$ cat config.mk
export PLATFORM = sky130hd
export DESIGN_NAME = cache_line_request_splitter
export DESIGN_NICKNAME = d
export VERILOG_FILES = /design/src/rtl/core/clrs_pkg.sv /design/src/rtl/core/cache_line_request_splitter.sv /design/src/rtl/core/clrs_front.sv /design/src/rtl/core/clrs_queue.sv /design/src/rtl/core/clrs_back.sv
export VERILOG_INCLUDE_DIRS = /design/src /design/src/rtl/core
export SDC_FILE = /design/constraint.sdc
export NUM_CORES = 1
export LEC_CHECK = 0
export ABC_AREA = 1
export BUFFER_PORTS_ARGS = -buffer_cell sky130_fd_sc_hd__buf_2
export CORE_UTILIZATION = 45
export DETAILED_ROUTE_END_ITERATION = 10
export HOLD_SLACK_MARGIN = 0.08
export MAX_ROUTING_LAYER = met4
export PLACE_DENSITY = 0.66
export SLEW_MARGIN = 25
export SYNTH_ARGS = -nofsm -noshare
export SYNTH_HDL_FRONTEND = slang
export SYNTH_SLANG_ARGS = --single-unit
export TNS_END_PERCENT = 5
$ cat constraint.sdc
create_clock -name i_clk -period 29.4 [get_ports i_clk]
set_clock_uncertainty 0.05 [all_clocks]
set_input_delay 8.82 -clock i_clk [delete_from_list [all_inputs] [get_ports i_clk]]
set_output_delay 8.82 -clock i_clk [all_outputs]
set_load 0.05 [all_outputs]
$ cat src/rtl/core/cache_line_request_splitter_defines.svh
// Assertion macros shared by the splitter RTL.
`ifndef CACHE_LINE_REQUEST_SPLITTER_DEFINES_SVH
`define CACHE_LINE_REQUEST_SPLITTER_DEFINES_SVH

// Consequent must hold in the same cycle as the antecedent.
`define CLRS_ASSERT_IMPLY(label, ante, cons, msg) \
    label: assert property (@(posedge i_clk) disable iff (!i_rst_n) (ante) |-> (cons)) \
        else $error(msg);

// Consequent must hold in the cycle after the antecedent.
`define CLRS_ASSERT_NEXT(label, ante, cons, msg) \
    label: assert property (@(posedge i_clk) disable iff (!i_rst_n) (ante) |=> (cons)) \
        else $error(msg);

`endif

$ cat src/rtl/core/clrs_pkg.sv
package clrs_pkg;

    localparam int unsigned ADDR_W   = 64;
    localparam int unsigned SIZE_W   = 9;
    localparam int unsigned OFF_W    = 8;
    localparam int unsigned TAG_W    = 16;
    localparam int unsigned LOG2_W   = 4;
    localparam int unsigned LINE_W   = 9;
    localparam int unsigned CFG_IDX_W = 1;
    localparam int unsigned CFG_DATA_W = 64;

    // Fragment limit per access and the width of its counter.
    localparam int unsigned MAX_FRAGS = 33;
    localparam int unsigned CNT_W     = $clog2(MAX_FRAGS);

    // Depth of the job queue between front and back.
    localparam int unsigned QUEUE_DEPTH = 2;

    // Line size limits and reset values.
    localparam logic [LOG2_W-1:0] LINE_LOG2_MIN   = 4'd3;
    localparam logic [LOG2_W-1:0] LINE_LOG2_MAX   = 4'd8;
    localparam logic [LOG2_W-1:0] LINE_LOG2_RESET = 4'd6;

    // Configuration register indexes.
    localparam logic [CFG_IDX_W-1:0] CFG_LINE_SIZE_LOG2 = 1'd0;
    localparam logic [CFG_IDX_W-1:0] CFG_MAX_ADDRESS    = 1'd1;

    typedef struct packed {
        logic              req_type;
        logic [ADDR_W-1:0] address;
        logic [SIZE_W-1:0] size;
        logic [TAG_W-1:0]  request_id;
    } t_req;

    typedef struct packed {
        logic [ADDR_W-1:0] frag_address;
        logic [SIZE_W-1:0] frag_size;
        logic [OFF_W-1:0]  data_offset;
        logic              is_write;
        logic [TAG_W-1:0]  tag_out;
        logic              out_of_range;
        logic              last;
    } t_frag;

    // Classified access handed from front to back. A size of zero marks a
    // single-result job (empty access or read error).
    typedef struct packed {
        logic [ADDR_W-1:0] address;
        logic [SIZE_W-1:0] size;
        logic              is_write;
        logic [TAG_W-1:0]  tag;
        logic              out_of_range;
    } t_job;

endpackage

$ cat src/rtl/core/cache_line_request_splitter.sv
// Cache-line request splitter.
// Request channel (i_req_valid / o_req_ready, payload i_req) takes one access
// word: read or write, start address, byte size and request id. Fragment
// channel (o_frag_valid / i_frag_ready, payload o_frag) gives the access back
// as fragments that never cross a cache line, in address order, the final
// one marked last. A read running past max_address, or wrapping the address
// space, gives a single out-of-range word instead; an empty access gives one
// word of size zero. Configuration is written through i_cfg_we, i_cfg_index
// and i_cfg_data; the user must write it only while the block is idle, which
// the block itself does not enforce. A request passes the job queue and then
// the output register before its first fragment can be taken. The fragment
// walker emits one fragment per cycle while the receiver takes them, and
// each access gives at least one. A two-entry job queue lets requests be
// taken while fragments wait. Reset clears the queue and the output register
// and restores a 64-byte line and an all-ones max_address. When the receiver
// stalls, the output word holds, the walker stops, and requests are taken
// until the queue is full.
module cache_line_request_splitter #(
    parameter int unsigned MAX_ACCESS_BYTES = 256
) (
    input  logic                            i_clk,
    input  logic                            i_rst_n,
    input  logic                            i_req_valid,
    output logic                            o_req_ready,
    input  clrs_pkg::t_req                  i_req,
    output logic                            o_frag_valid,
    input  logic                            i_frag_ready,
    output clrs_pkg::t_frag                 o_frag,
    input  logic                            i_cfg_we,
    input  logic [clrs_pkg::CFG_IDX_W-1:0]  i_cfg_index,
    input  logic [clrs_pkg::CFG_DATA_W-1:0] i_cfg_data
);
    import clrs_pkg::*;

    `include "cache_line_request_splitter_defines.svh"

    logic [LOG2_W-1:0] r_line_log2;
    logic [ADDR_W-1:0] r_max_address;
    logic [LOG2_W-1:0] line_log2;
    logic [LINE_W-1:0] line;
    logic [OFF_W-1:0]  line_mask;

    logic q_push;
    logic q_pop;
    logic q_full;
    logic q_valid;
    t_job push_job;
    t_job head_job;

    logic err_word_ok;
    logic frag_in_line;

    // Configuration registers.
    always_ff @(posedge i_clk) begin
        if (!i_rst_n) begin
            r_line_log2   <= LINE_LOG2_RESET;
            r_max_address <= '1;
        end else if (i_cfg_we) begin
            case (i_cfg_index)
                CFG_LINE_SIZE_LOG2: r_line_log2   <= i_cfg_data[LOG2_W-1:0];
                CFG_MAX_ADDRESS:    r_max_address <= i_cfg_data[ADDR_W-1:0];
                default: begin
                end
            endcase
        end
    end

    // Line size, clamped to the supported range.
    always_comb begin
        if (r_line_log2 < LINE_LOG2_MIN) begin
            line_log2 = LINE_LOG2_MIN;
        end else if (r_line_log2 > LINE_LOG2_MAX) begin
            line_log2 = LINE_LOG2_MAX;
        end else begin
            line_log2 = r_line_log2;
        end
    end

    assign line      = LINE_W'(1) << line_log2;
    assign line_mask = OFF_W'(line - LINE_W'(1));

    // Front end: accept and classify.
    clrs_front #(
        .MAX_ACCESS_BYTES(MAX_ACCESS_BYTES)
    ) u_front (
        .i_req_valid  (i_req_valid),
        .o_req_ready  (o_req_ready),
        .i_req        (i_req),
        .i_max_address(r_max_address),
        .i_q_full     (q_full),
        .o_push       (q_push),
        .o_job        (push_job)
    );

    // Job queue between the two halves.
    clrs_queue u_queue (
        .i_clk  (i_clk),
        .i_rst_n(i_rst_n),
        .i_push (q_push),
        .i_job  (push_job),
        .o_full (q_full),
        .i_pop  (q_pop),
        .o_valid(q_valid),
        .o_job  (head_job)
    );

    // Back end: walk the fragments.
    clrs_back u_back (
        .i_clk       (i_clk),
        .i_rst_n     (i_rst_n),
        .i_q_valid   (q_valid),
        .i_job       (head_job),
        .o_pop       (q_pop),
        .i_line      (line),
        .i_line_mask (line_mask),
        .o_frag_valid(o_frag_valid),
        .i_frag_ready(i_frag_ready),
        .o_frag      (o_frag)
    );

    // Shape of an error word, and the end of a fragment against its line.
    assign err_word_ok  = o_frag.last && (o_frag.frag_size == '0) && !o_frag.is_write;
    assign frag_in_line = ({1'b0, {1'b0, o_frag.frag_address[OFF_W-1:0] & line_mask}}
                           + {1'b0, o_frag.frag_size}) <= {1'b0, line};

    // A queued job is visible to the back end in the following cycle.
    `CLRS_ASSERT_NEXT(a_push_visible, q_push && !q_pop, q_valid, "pushed job not visible")

    // An error word is a lone, empty read word.
    `CLRS_ASSERT_IMPLY(a_error_word, o_frag_valid && o_frag.out_of_range, err_word_ok, "bad error word")

    // No fragment runs past the end of its line.
    `CLRS_ASSERT_IMPLY(a_in_line, o_frag_valid, frag_in_line, "fragment crosses a line boundary")

endmodule

$ cat src/rtl/core/clrs_front.sv
module clrs_front #(
    parameter int unsigned MAX_ACCESS_BYTES = 256
) (
    input  logic                        i_req_valid,
    output logic                        o_req_ready,
    input  clrs_pkg::t_req              i_req,
    input  logic [clrs_pkg::ADDR_W-1:0] i_max_address,
    input  logic                        i_q_full,
    output logic                        o_push,
    output clrs_pkg::t_job              o_job
);
    import clrs_pkg::*;

    // The size field cannot exceed its own width, so the cap is clipped too.
    localparam int unsigned SizeFieldMax = (1 << SIZE_W) - 1;
    localparam int unsigned SizeCap =
        (MAX_ACCESS_BYTES > SizeFieldMax) ? SizeFieldMax : MAX_ACCESS_BYTES;
    localparam logic [SIZE_W-1:0] SIZE_CAP = SIZE_W'(SizeCap);

    logic [SIZE_W-1:0] size_sat;
    logic [ADDR_W:0]   last_byte;
    logic              is_empty;
    logic              rd_error;

    // A word is taken whenever the queue has room.
    assign o_req_ready = !i_q_full;
    assign o_push      = i_req_valid && o_req_ready;

    // Saturate the size to the largest access allowed.
    assign size_sat = (i_req.size > SIZE_CAP) ? SIZE_CAP : i_req.size;
    assign is_empty = (i_req.size == '0);

    // Last byte of a read; reaching the top address counts as overflow.
    assign last_byte = {1'b0, i_req.address} + (ADDR_W + 1)'(size_sat - SIZE_W'(1));
    assign rd_error  = !i_req.req_type && !is_empty &&
                       (last_byte[ADDR_W] || (&last_byte[ADDR_W-1:0]) ||
                        (last_byte[ADDR_W-1:0] > i_max_address));

    // Build the job for the back end.
    always_comb begin
        o_job.address      = i_req.address;
        o_job.tag          = i_req.request_id;
        o_job.out_of_range = rd_error;
        o_job.is_write     = rd_error ? 1'b0 : i_req.req_type;
        o_job.size         = (rd_error || is_empty) ? '0 : size_sat;
    end

endmodule

$ cat src/rtl/core/clrs_queue.sv
module clrs_queue (
    input  logic           i_clk,
    input  logic           i_rst_n,
    input  logic           i_push,
    input  clrs_pkg::t_job i_job,
    output logic           o_full,
    input  logic           i_pop,
    output logic           o_valid,
    output clrs_pkg::t_job o_job
);
    import clrs_pkg::*;

    localparam int unsigned PTR_W = (QUEUE_DEPTH > 1) ? $clog2(QUEUE_DEPTH) : 1;
    localparam int unsigned CNT_QW = $clog2(QUEUE_DEPTH + 1);

    t_job              r_mem [QUEUE_DEPTH];
    logic [PTR_W-1:0]  r_wr_ptr;
    logic [PTR_W-1:0]  r_rd_ptr;
    logic [CNT_QW-1:0] r_count;

    assign o_full  = (r_count == CNT_QW'(QUEUE_DEPTH));
    assign o_valid = (r_count != '0);
    assign o_job   = r_mem[r_rd_ptr];

    // Pointers and fill level.
    always_ff @(posedge i_clk) begin
        if (!i_rst_n) begin
            r_wr_ptr <= '0;
            r_rd_ptr <= '0;
            r_count  <= '0;
        end else begin
            if (i_push) begin
                r_wr_ptr <= (r_wr_ptr == PTR_W'(QUEUE_DEPTH - 1)) ? '0 : r_wr_ptr + 1'b1;
            end
            if (i_pop) begin
                r_rd_ptr <= (r_rd_ptr == PTR_W'(QUEUE_DEPTH - 1)) ? '0 : r_rd_ptr + 1'b1;
            end
            if (i_push && !i_pop) begin
                r_count <= r_count + 1'b1;
            end else if (i_pop && !i_push) begin
                r_count <= r_count - 1'b1;
            end
        end
    end

    // Job storage.
    always_ff @(posedge i_clk) begin
        if (i_push) begin
            r_mem[r_wr_ptr] <= i_job;
        end
    end

endmodule

$ cat src/rtl/core/clrs_back.sv
module clrs_back (
    input  logic                        i_clk,
    input  logic                        i_rst_n,
    input  logic                        i_q_valid,
    input  clrs_pkg::t_job              i_job,
    output logic                        o_pop,
    input  logic [clrs_pkg::LINE_W-1:0] i_line,
    input  logic [clrs_pkg::OFF_W-1:0]  i_line_mask,
    output logic                        o_frag_valid,
    input  logic                        i_frag_ready,
    output clrs_pkg::t_frag             o_frag
);
    import clrs_pkg::*;

    logic              r_busy;
    logic [ADDR_W-1:0] r_cur;
    logic [SIZE_W-1:0] r_rem;
    logic [OFF_W-1:0]  r_off;
    logic [CNT_W-1:0]  r_cnt;
    logic              r_wr;
    logic [TAG_W-1:0]  r_tag;
    logic              r_out_valid;
    t_frag             r_out;

    logic              out_free;
    logic              take;
    logic              single;
    logic [ADDR_W-1:0] s_cur;
    logic [SIZE_W-1:0] s_rem;
    logic [OFF_W-1:0]  s_off;
    logic [CNT_W-1:0]  s_cnt;
    logic              s_wr;
    logic [TAG_W-1:0]  s_tag;
    logic [LINE_W-1:0] room;
    logic [SIZE_W-1:0] n;
    logic [SIZE_W-1:0] rem_next;
    logic              fin;
    t_frag             frag;

    assign out_free = !r_out_valid || i_frag_ready;
    assign take     = out_free && (r_busy || i_q_valid);
    assign o_pop    = take && !r_busy;

    // Work from the running access, or start the next job from the queue.
    assign s_cur = r_busy ? r_cur : i_job.address;
    assign s_rem = r_busy ? r_rem : i_job.size;
    assign s_off = r_busy ? r_off : '0;
    assign s_cnt = r_busy ? r_cnt : '0;
    assign s_wr  = r_busy ? r_wr  : i_job.is_write;
    assign s_tag = r_busy ? r_tag : i_job.tag;
    assign single = !r_busy && (i_job.size == '0);

    // Bytes left in the current line bound the fragment.
    assign room     = i_line - {1'b0, s_cur[OFF_W-1:0] & i_line_mask};
    assign n        = single ? '0 : ((s_rem < room) ? s_rem : room);
    assign rem_next = s_rem - n;
    assign fin      = single || (rem_next == '0) || (s_cnt == CNT_W'(MAX_FRAGS - 1));

    always_comb begin
        frag.frag_address = s_cur;
        frag.frag_size    = n;
        frag.data_offset  = s_off;
        frag.is_write     = s_wr;
        frag.tag_out      = s_tag;
        frag.out_of_range = single && i_job.out_of_range;
        frag.last         = fin;
    end

    // Fragment walker control.
    always_ff @(posedge i_clk) begin
        if (!i_rst_n) begin
            r_busy      <= 1'b0;
            r_out_valid <= 1'b0;
        end else if (take) begin
            r_busy      <= !fin;
            r_out_valid <= 1'b1;
        end else if (out_free) begin
            r_out_valid <= 1'b0;
        end
    end

    // Running position and the output word.
    always_ff @(posedge i_clk) begin
        if (take) begin
            r_cur <= s_cur + ADDR_W'(n);
            r_rem <= rem_next;
            r_off <= s_off + n[OFF_W-1:0];
            r_cnt <= s_cnt + 1'b1;
            r_wr  <= s_wr;
            r_tag <= s_tag;
            r_out <= frag;
        end
    end

    assign o_frag_valid = r_out_valid;
    assign o_frag       = r_out;

endmodule
==> results of run 1 <==
-- cell usage after synthesis (all sizes together) (6+ instances only) --
cell type | instances | area (um2)
nand2 | 1005 | 3770
nor4 | 12 | 103
buf | 40 | 318
xnor2 | 10 | 87.6
o21bai | 6 | 45.0
and2 | 8 | 50.1
dfxtp | 75 | 1500
ha | 167 | 2090
edfxtp | 369 | 11100
o21ai | 99 | 646
mux2i | 7 | 70.1
or2 | 59 | 369
nand4 | 44 | 294
a21oi | 126 | 634
inv | 690 | 2590
nor3 | 40 | 230
clkbuf | 21 | 80.1
nand3 | 130 | 666
xor2 | 101 | 885
o211ai | 116 | 871
nor2 | 299 | 1180
-- metal layers --
layer  part of all wire (%)  vias up  track usage (%)
li1                       -    11700                -
met1                     47    10400             34.6
met2                     45      606             38.3
met3                    5.7      106             2.51
met4                    2.4        0             7.25
met5                      0        -                -
-- area by class of cell --
class                           instances  area (um2)
Antenna cell                            4        10.0
Clock buffer                           65        1340
Clock inverter                         23         273
Fill cell                            5890       29300
Inverter                              690        2600
Multi-Input combinational cell       2265       12400
Sequential cell                       444       12600
Tap cell                              782         978
Timing Repair Buffer                  271        1390
-- layout by cell type, fill, tap and decap left out, drive strengths merged, types with 40 or more instances in the layout --
cell | synthesis | routed
clkbuf | 21 | 65
o211ai | 116 | 116
nand4 | 44 | 44
nor2 | 299 | 299
edfxtp | 369 | 369
buf | 40 | 271
or2 | 59 | 59
o21ai | 99 | 99
ha | 167 | 167
nor3 | 40 | 40
a21oi | 126 | 126
xor2 | 101 | 101
nand3 | 130 | 130
nand2 | 1005 | 1005
dfxtp | 75 | 75
inv | 690 | 692
-- worst max-delay path: cells and delay by family --
family / cells / cell delay (ns)
simple gates: 29 / 4.33
fa+ha+maj: 3 / 0.87
buf+inv: 5 / 0.40
compound gates: 1 / 0.06
-- report_power, final --
group | total [uW] | internal (uW) | switching [uW] | leakage [uW]
Sequential | 1050 | 1010 | 47.6 | 0.00417
Combinational | 1570 | 440 | 1130 | 0.0105
Clock | 617 | 365 | 251 | 0.000778
-- cells by family (layout without fill, tap and decap cells) --
| family | after synthesis | count (layout) | synth area share (%) |
|---|---|---|---|
| mux | 7 | 7 | 0.251 |
| compound gates | 368 | 368 | 8.45 |
| buf+inv | 751 | 1049 | 10.7 |
| fa+ha+maj | 171 | 171 | 7.78 |
| flops | 444 | 444 | 45.1 |
| simple gates | 1606 | 1606 | 24.2 |
| other cells | 1 | 6 | 0.0134 |
| xor+xnor | 111 | 111 | 3.49 |
-- worst paths after layout --
kind                                               startpoint                        endpoint  slack [ns]
worst max register to register                       register      u_back.r_cur[52]$_DFFE_PP_       21.27
worst max-delay path                                i_req[16]  u_queue.r_mem[1][20]$_DFFE_PP_       15.30
worst min-delay path            u_queue.r_rd_ptr$_SDFFE_PN0P_                        register        0.43
worst min register to register  u_queue.r_rd_ptr$_SDFFE_PN0P_                        register        0.43
-- through the flow --
step                      util (%)  std cells  cell area [um2]  hold slack [ns]  total power (uW)
after floorplan                  -       3460            27900            0.398              2320
after global placement        49.2       4452            29900            0.407              2610
after detailed placement      49.2       4452            29900            0.420              2630
after CTS                     51.8       4540            31500            0.432              3260
after global routing          51.8       4544            31500            0.449              3460
final                         51.8       4544            31500            0.432              3240
-- sequential cells by signal (all words and copies together), names as in the netlist, named ones only --
signal and cells:
r_max_address 64, u_back.o_frag_valid 1, u_back.r_cnt 6, r_line_log2 4, u_back.r_off 8, u_queue.r_mem 182
u_back.o_frag 83, u_queue.r_wr_ptr 1, u_back.r_wr 1, u_back.r_rem 9, u_queue.r_rd_ptr 1, u_back.r_busy 1
u_queue.r_count 2, u_back.r_cur 64, u_back.r_tag 16
==> impl_metrics.tcl, run 1 <==
set metrics [dict create \
    status "finished, final reports clean" \
    drive_above_1_share_pct 13.5 \
    cts_root_buf "clkbuf_16" \
    r2r_cells 31 \
    hold_path_depth 2 \
    clkTransAtPathRegs_ns 0.06 \
    slew_headroom_pct 32.0 \
    wire_per_inst_um 16.9 \
    ir_drop_v 0.000120 \
    arrival_ns 14.49 \
    rsz0062_at_grt "false" \
    ys.warnings.count 0 \
    worstMarginPinSlew_ns 1.02 \
    grt-ovfl-total 0 \
    dp_worst_setup_slack_ns 14.71 \
    power_density_nw_per_um2 103 \
    port_buffers 261 \
    drt_iter0_drc 1648 \
    max_clock_freq_mhz 70.9 \
    cp_max_fo 7 \
    synth_edf_count 369 \
    fin_tns_setup_ns 0 \
    htree_levels 2 \
    synthArstFlopShare_pct 0 \
    die_h_um 251 \
    die_w_um 251 \
    synth.distinct_cells 57 \
    gp_congestion 1.04 \
    critPathKind "primary input to register" \
    synth-main-ff-cell "edfxtp_1" \
    tritoncts "yes" \
    routed_wl_um 76700 \
    slowest_stage "nor4b_1" \
    maxCapViolCount 0 \
    hold_path_class "register to register" \
    period_share_pct 48.0 \
    grt_pass1_vias 20700 \
    ys_seq_area_share_pct 45.1 \
    slew_violations 0 \
    area_delta_synth_final_pct 13.0 \
    start_util_pct 45.9 \
    cts_num_sinks 444 \
    synth.avg_cell_area_um2 8.06 \
    antenna_found_initial 6 \
    synth-seq-cells 444 \
    dpl.hpwl_um 60100 \
    power_leakage_uw 0.0155 \
    die_area_um2 63000 \
    period_needed_ns 14.10 \
    critical_path.max_stage_delay_ns 0.63 \
    cts_setup_buffers 0 \
    rows 90 \
    worstPathRequired_ns 29.79 \
    worstSetupEndpointType "register" \
    crit_path_frequent_cell "nand2_1" \
    fin_nets 4051 \
    drt_pre_antenna_iters 6 \
    via_per_inst 5.01 \
    cp-start-kind "primary input" \
    via_count 22800 \
    setup_violations 0 \
    setup_ws_ns 15.30 \
    cts_resized 0 \
    cts_buffer_depth 3 \
    ios 262 \
    syn_area_um2 27900 \
    grt_max_degree 174 \
    hold_viol 0 \
    drtAntennaViolNets 0 \
    grtUsageTotal_pct 24.8 \
    syn_inst 3459 \
    insertion_delay_ns 0.60 \
    cts_hold_buf 0 \
    grt_pass1_wl_um 116000 \
    cts-buffers-inserted 48 \
    drcViolationCount 0 \
    coreArea_um2 60800 \
]
No activity file was read; power rests on OpenSTA's default activity.
==> run 2, diff against run 1 <==
- clock period: 29.4 -> 13.2 ns (I/O delays scaled with it)
==> impl_metrics.tcl, run 2 (same netlist as run 1, synthesis figures left out) <==
set metrics [dict create \
    status "finished, final reports clean" \
    drive_above_1_share_pct 13.6 \
    drt_iter0_drc 1595 \
    regMostFlops "u_queue.r_mem" \
    cts_num_sinks 444 \
    via_per_inst 5.01 \
    wire_per_inst_um 16.8 \
    worstSetupEndpointType "register" \
    slew_headroom_pct 30.7 \
    hold_path_class "register to register" \
    start_util_pct 45.9 \
    grt_pass1_wl_um 117000 \
    clkTransAtPathRegs_ns 0.06 \
    power_leakage_uw 0.0155 \
    period_needed_ns 9.21 \
    final_common_cell "nand2_1" \
    area_delta_synth_final_pct 13.0 \
    slowest_stage "ha_1" \
    grtUsageTotal_pct 24.8 \
    ios 262 \
    maxCapViolCount 0 \
    cp-start-kind "primary input" \
    cts_root_buf "clkbuf_16" \
    critical_path.max_stage_delay_ns 0.77 \
    critPathKind "primary input to register" \
    final_core_util_pct 51.8 \
    tritoncts "yes" \
    cts_buffer_depth 3 \
    cp_max_fo 56 \
    port_buffers 261 \
    period_share_pct 69.8 \
    crit_path_frequent_cell "nand2_1" \
    arrival_ns 9.50 \
    cts_resized 0 \
    fin_tns_setup_ns 0 \
    grt_pass1_vias 21000 \
    layout_common_cells "nand2_1, inv_1, edfxtp_1" \
    grt_max_degree 175 \
    fin_nets 4050 \
    fillers 5880 \
    cts-buffers-inserted 48 \
    antenna_found_initial 5 \
    slew_violations 0 \
    die_w_um 251 \
    die_area_um2 63000 \
    dpl.hpwl_um 59800 \
    cts_hold_buf 0 \
    power_density_nw_per_um2 229 \
    htree_levels 2 \
    drtAntennaViolNets 0 \
    gp_congestion 1.01 \
    drcViolationCount 0 \
    grt-ovfl-total 0 \
    max_clock_freq_mhz 109 \
    rows 90 \
    die_h_um 251 \
    insertion_delay_ns 0.60 \
    routed_wl_um 76300 \
    cts_setup_buffers 0 \
    largest_reg_flops 182 \
    worstMarginPinSlew_ns 1.04 \
    worstPathRequired_ns 13.49 \
    coreArea_um2 60800 \
    ir_drop_v 0.000166 \
    rsz0062_at_grt "false" \
    drt_pre_antenna_iters 6 \
    via_count 22800 \
    hold_viol 0 \
    setup_violations 0 \
]
[run 2: cell types whose count changed in the layout (fill, tap and decap cells not counted), sizes merged]
cell / change
clkinv: +7
clkbuf: -2
clkinvlp: -2
diode: -2
buf: -1
bufinv: -1
inv: -1
[run 2: path summary, 6_finish.rpt]
check                                                   start                             end  slack, ns  depth (start not counted)
worst max-delay path                                i_req[16]  u_queue.r_mem[0][20]$_DFFE_PP_       3.99                         28
worst min-delay path            u_queue.r_rd_ptr$_SDFFE_PN0P_                        register       0.43                          2
worst max register to register                       register      u_back.r_cur[52]$_DFFE_PP_       4.80                         31
worst min register to register  u_queue.r_rd_ptr$_SDFFE_PN0P_                        register       0.43                          2
[run 2: layer usage]
metal	share of wire (%)	vias to the layer above	GRT usage [%]
li1	-	11600	-
met1	47	10300	34.5
met2	44	636	38.0
met3	5.4	123	2.47
met4	3.2	0	8.21
met5	0	-	-
[run 2: where the power goes]
group | switching [uW] | leakage [uW] | internal [uW]
Combinational | 2520 | 0.0105 | 981
Clock | 577 | 0.000791 | 795
Sequential | 107 | 0.00417 | 2240
Total | 3200 | 0.0155 | 4020
[run 2: cell type report]
type | instances | area (um2) | share of cell area [%]
sequential | 444 | 12600 | 39.9
multi-input combinational | 2265 | 12400 | 39.2
inverter | 690 | 2600 | 8.24
timing repair buffer | 270 | 1390 | 4.41
clock buffer | 63 | 1330 | 4.21
tap | 782 | 978 | 3.10
clock inverter | 26 | 290 | 0.921
antenna | 2 | 5.00 | 0.0159
[run 2: per-stage QoR]
stage	cell area, um2	cells	setup WS [ns]	total power, uW	hold slack, ns
5_1_grt	31500	4541	3.48	7710	0.456
3_3_place_gp	29900	4451	3.41	5820	0.404
6_report	31500	4542	3.99	7220	0.427
3_5_place_dp	29900	4451	3.41	5870	0.412
2_1_floorplan	27900	3460	2.16	5130	0.398
4_1_cts	31500	4540	4.03	7260	0.425
[run 2: critical path, delay by kind of cell]
family | cells | cell delay, ns
adder cells (fa/ha/maj) | 2 | 1.10
AND/OR/NAND/NOR | 22 | 3.41
buffers and inverters | 4 | 0.95
==> run 3, diff against run 2 <==
- clock period: 13.2 -> 9.3 ns (I/O delays scaled with it)
==> impl_metrics.tcl, run 3 (same netlist as run 1, synthesis figures left out) <==
set metrics [dict create \
    cp_top_family "simple AND/OR/NAND/NOR gates" \
    hold_path_class "register to register" \
    worstPathRequired_ns 9.65 \
    cts-buffers-inserted 47 \
    grt_max_degree 93 \
    dr_wl_met3_um 3760 \
    maxCapViolCount 0 \
    clkTransAtPathRegs_ns 0.06 \
    critPathKind "primary input to register" \
    final_common_cell "nand2_1" \
    tritoncts "yes" \
    dpl.hpwl_um 59900 \
    hold_viol 0 \
    final_core_util_pct 51.8 \
    die_area_um2 63000 \
    start_util_pct 45.9 \
    largest_reg_flops 182 \
    cts_num_sinks 444 \
    rsz0062_at_grt "false" \
    ir_drop_v 0.000262 \
    cts_hold_buf 0 \
    grt_pass1_vias 20800 \
    final_cells 4550 \
    grtUsageTotal_pct 24.7 \
    coreArea_um2 60800 \
    setup_violations 0 \
    die_w_um 251 \
    grt_pass1_wl_um 116000 \
    period_share_pct 84.8 \
    slew_violations 0 \
    power_density_nw_per_um2 323 \
    ios 262 \
    cts_setup_buffers 0 \
    slew_headroom_pct 37.0 \
    die_h_um 251 \
    wire_per_inst_um 16.7 \
    routed-wl-met2_um 34100 \
    dp_cells 4459 \
    hold-worst-slack_ns 0.419 \
    worstSetupEndpointType "register" \
    cp_num_buf_inv 5 \
    drt_iter0_drc 1534 \
    cts_resized 0 \
    layout_common_cells "nand2_1, inv_1, edfxtp_1" \
    rows 90 \
    via_per_inst 4.99 \
    slowest_stage "nor4b_1" \
    top_layer "met4" \
    grt-ovfl-total 0 \
    fillers 5928 \
    drt_pre_antenna_iters 5 \
    routed_wl_um 76000 \
    port_buffers 261 \
    fin_tns_setup_ns 0 \
    drt-met1-wl_um 36000 \
    cts_root_buf "clkbuf_16" \
    htree_levels 2 \
    max_clock_freq_mhz 127 \
    insertion_delay_ns 0.59 \
    status "finished, final reports clean" \
    fin_nets 4057 \
    cts_buffer_depth 3 \
    drive_above_1_share_pct 13.8 \
    drtAntennaViolNets 0 \
    drcViolationCount 0 \
    critical_path.max_stage_delay_ns 0.58 \
    regMostFlops "u_queue.r_mem" \
    via_count 22700 \
    period_needed_ns 7.89 \
    cp_max_fo 7 \
    area_delta_synth_final_pct 12.8 \
    antenna_found_initial 7 \
    gp_congestion 0.986 \
    arrival_ns 8.24 \
    cp-start-kind "primary input" \
    crit_path_frequent_cell "nand2_1" \
    power_leakage_uw 0.0155 \
    worstMarginPinSlew_ns 0.946 \
]
==> run 3: changes by cell type in the layout (fill, tap and decap cells not counted), moves of 2 or more <==
cell / delta
clkinv_1: -3
diode_2: +3
clkinv_4: +3
clkbuf_8: -5
clkinvlp_4: +2
clkbuf_16: -2
buf_4: +9
==> run 3: per-layer routing <==
metal	track usage, %	up-vias
met1	34.4	10400
met2	38.0	551
met4	7.68	0
met3	2.62	118
li1	-	11700
met5	-	-
==> run 3: path summary, 6_finish.rpt <==
check                                              startpoint                              to  cells after the start  slack, ns
worst min-delay path            u_queue.r_rd_ptr$_SDFFE_PN0P_                        register                      2       0.42
worst min register to register  u_queue.r_rd_ptr$_SDFFE_PN0P_                        register                      2       0.42
worst max-delay path                                i_req[16]  u_queue.r_mem[1][23]$_DFFE_PP_                     38       1.41
worst max register to register     u_back.r_busy$_SDFFE_PN0P_      u_back.r_cur[52]$_DFFE_PP_                     30       1.75
==> run 3: per-stage QoR <==
step,setup WS (ns),instance area (um2),total power (uW)
2_1_floorplan,1.96,27900,7240
3_3_place_gp,0.861,30000,8260
3_5_place_dp,0.758,30000,8350
4_1_cts,1.36,31500,10200
5_1_grt,0.597,31500,10900
6_report,1.41,31500,10200
==> run 3: where the power goes <==
part | internal [uW] | total, uW | switching (uW)
logic | 1400 | 5010 | 3610
clock network | 1050 | 1850 | 792
registers | 3180 | 3310 | 136
==> run 3: worst reg2reg max path: cells and delay by family, from the launching register on <==
kind                       cells  cell delay, ns
AOI/OAI and AO/OA              6            1.69
and+or+nand+nor               17            3.45
adders and majority gates      2            0.67
DFF                            1            0.34
xor gates and xnor gates       1            0.17
buffers and inverters          4            0.92
==> run 3: final cells by class <==
cell class | count | area [um2] | area share, %
Antenna cell | 5 | 12.5 | 0.0397
Sequential cell | 444 | 12600 | 40.0
Tap cell | 782 | 978 | 3.11
Timing Repair Buffer | 278 | 1450 | 4.59
Clock inverter | 29 | 293 | 0.930
Inverter | 690 | 2600 | 8.25
Multi-Input combinational cell | 2265 | 12400 | 39.2
Clock buffer | 57 | 1210 | 3.86
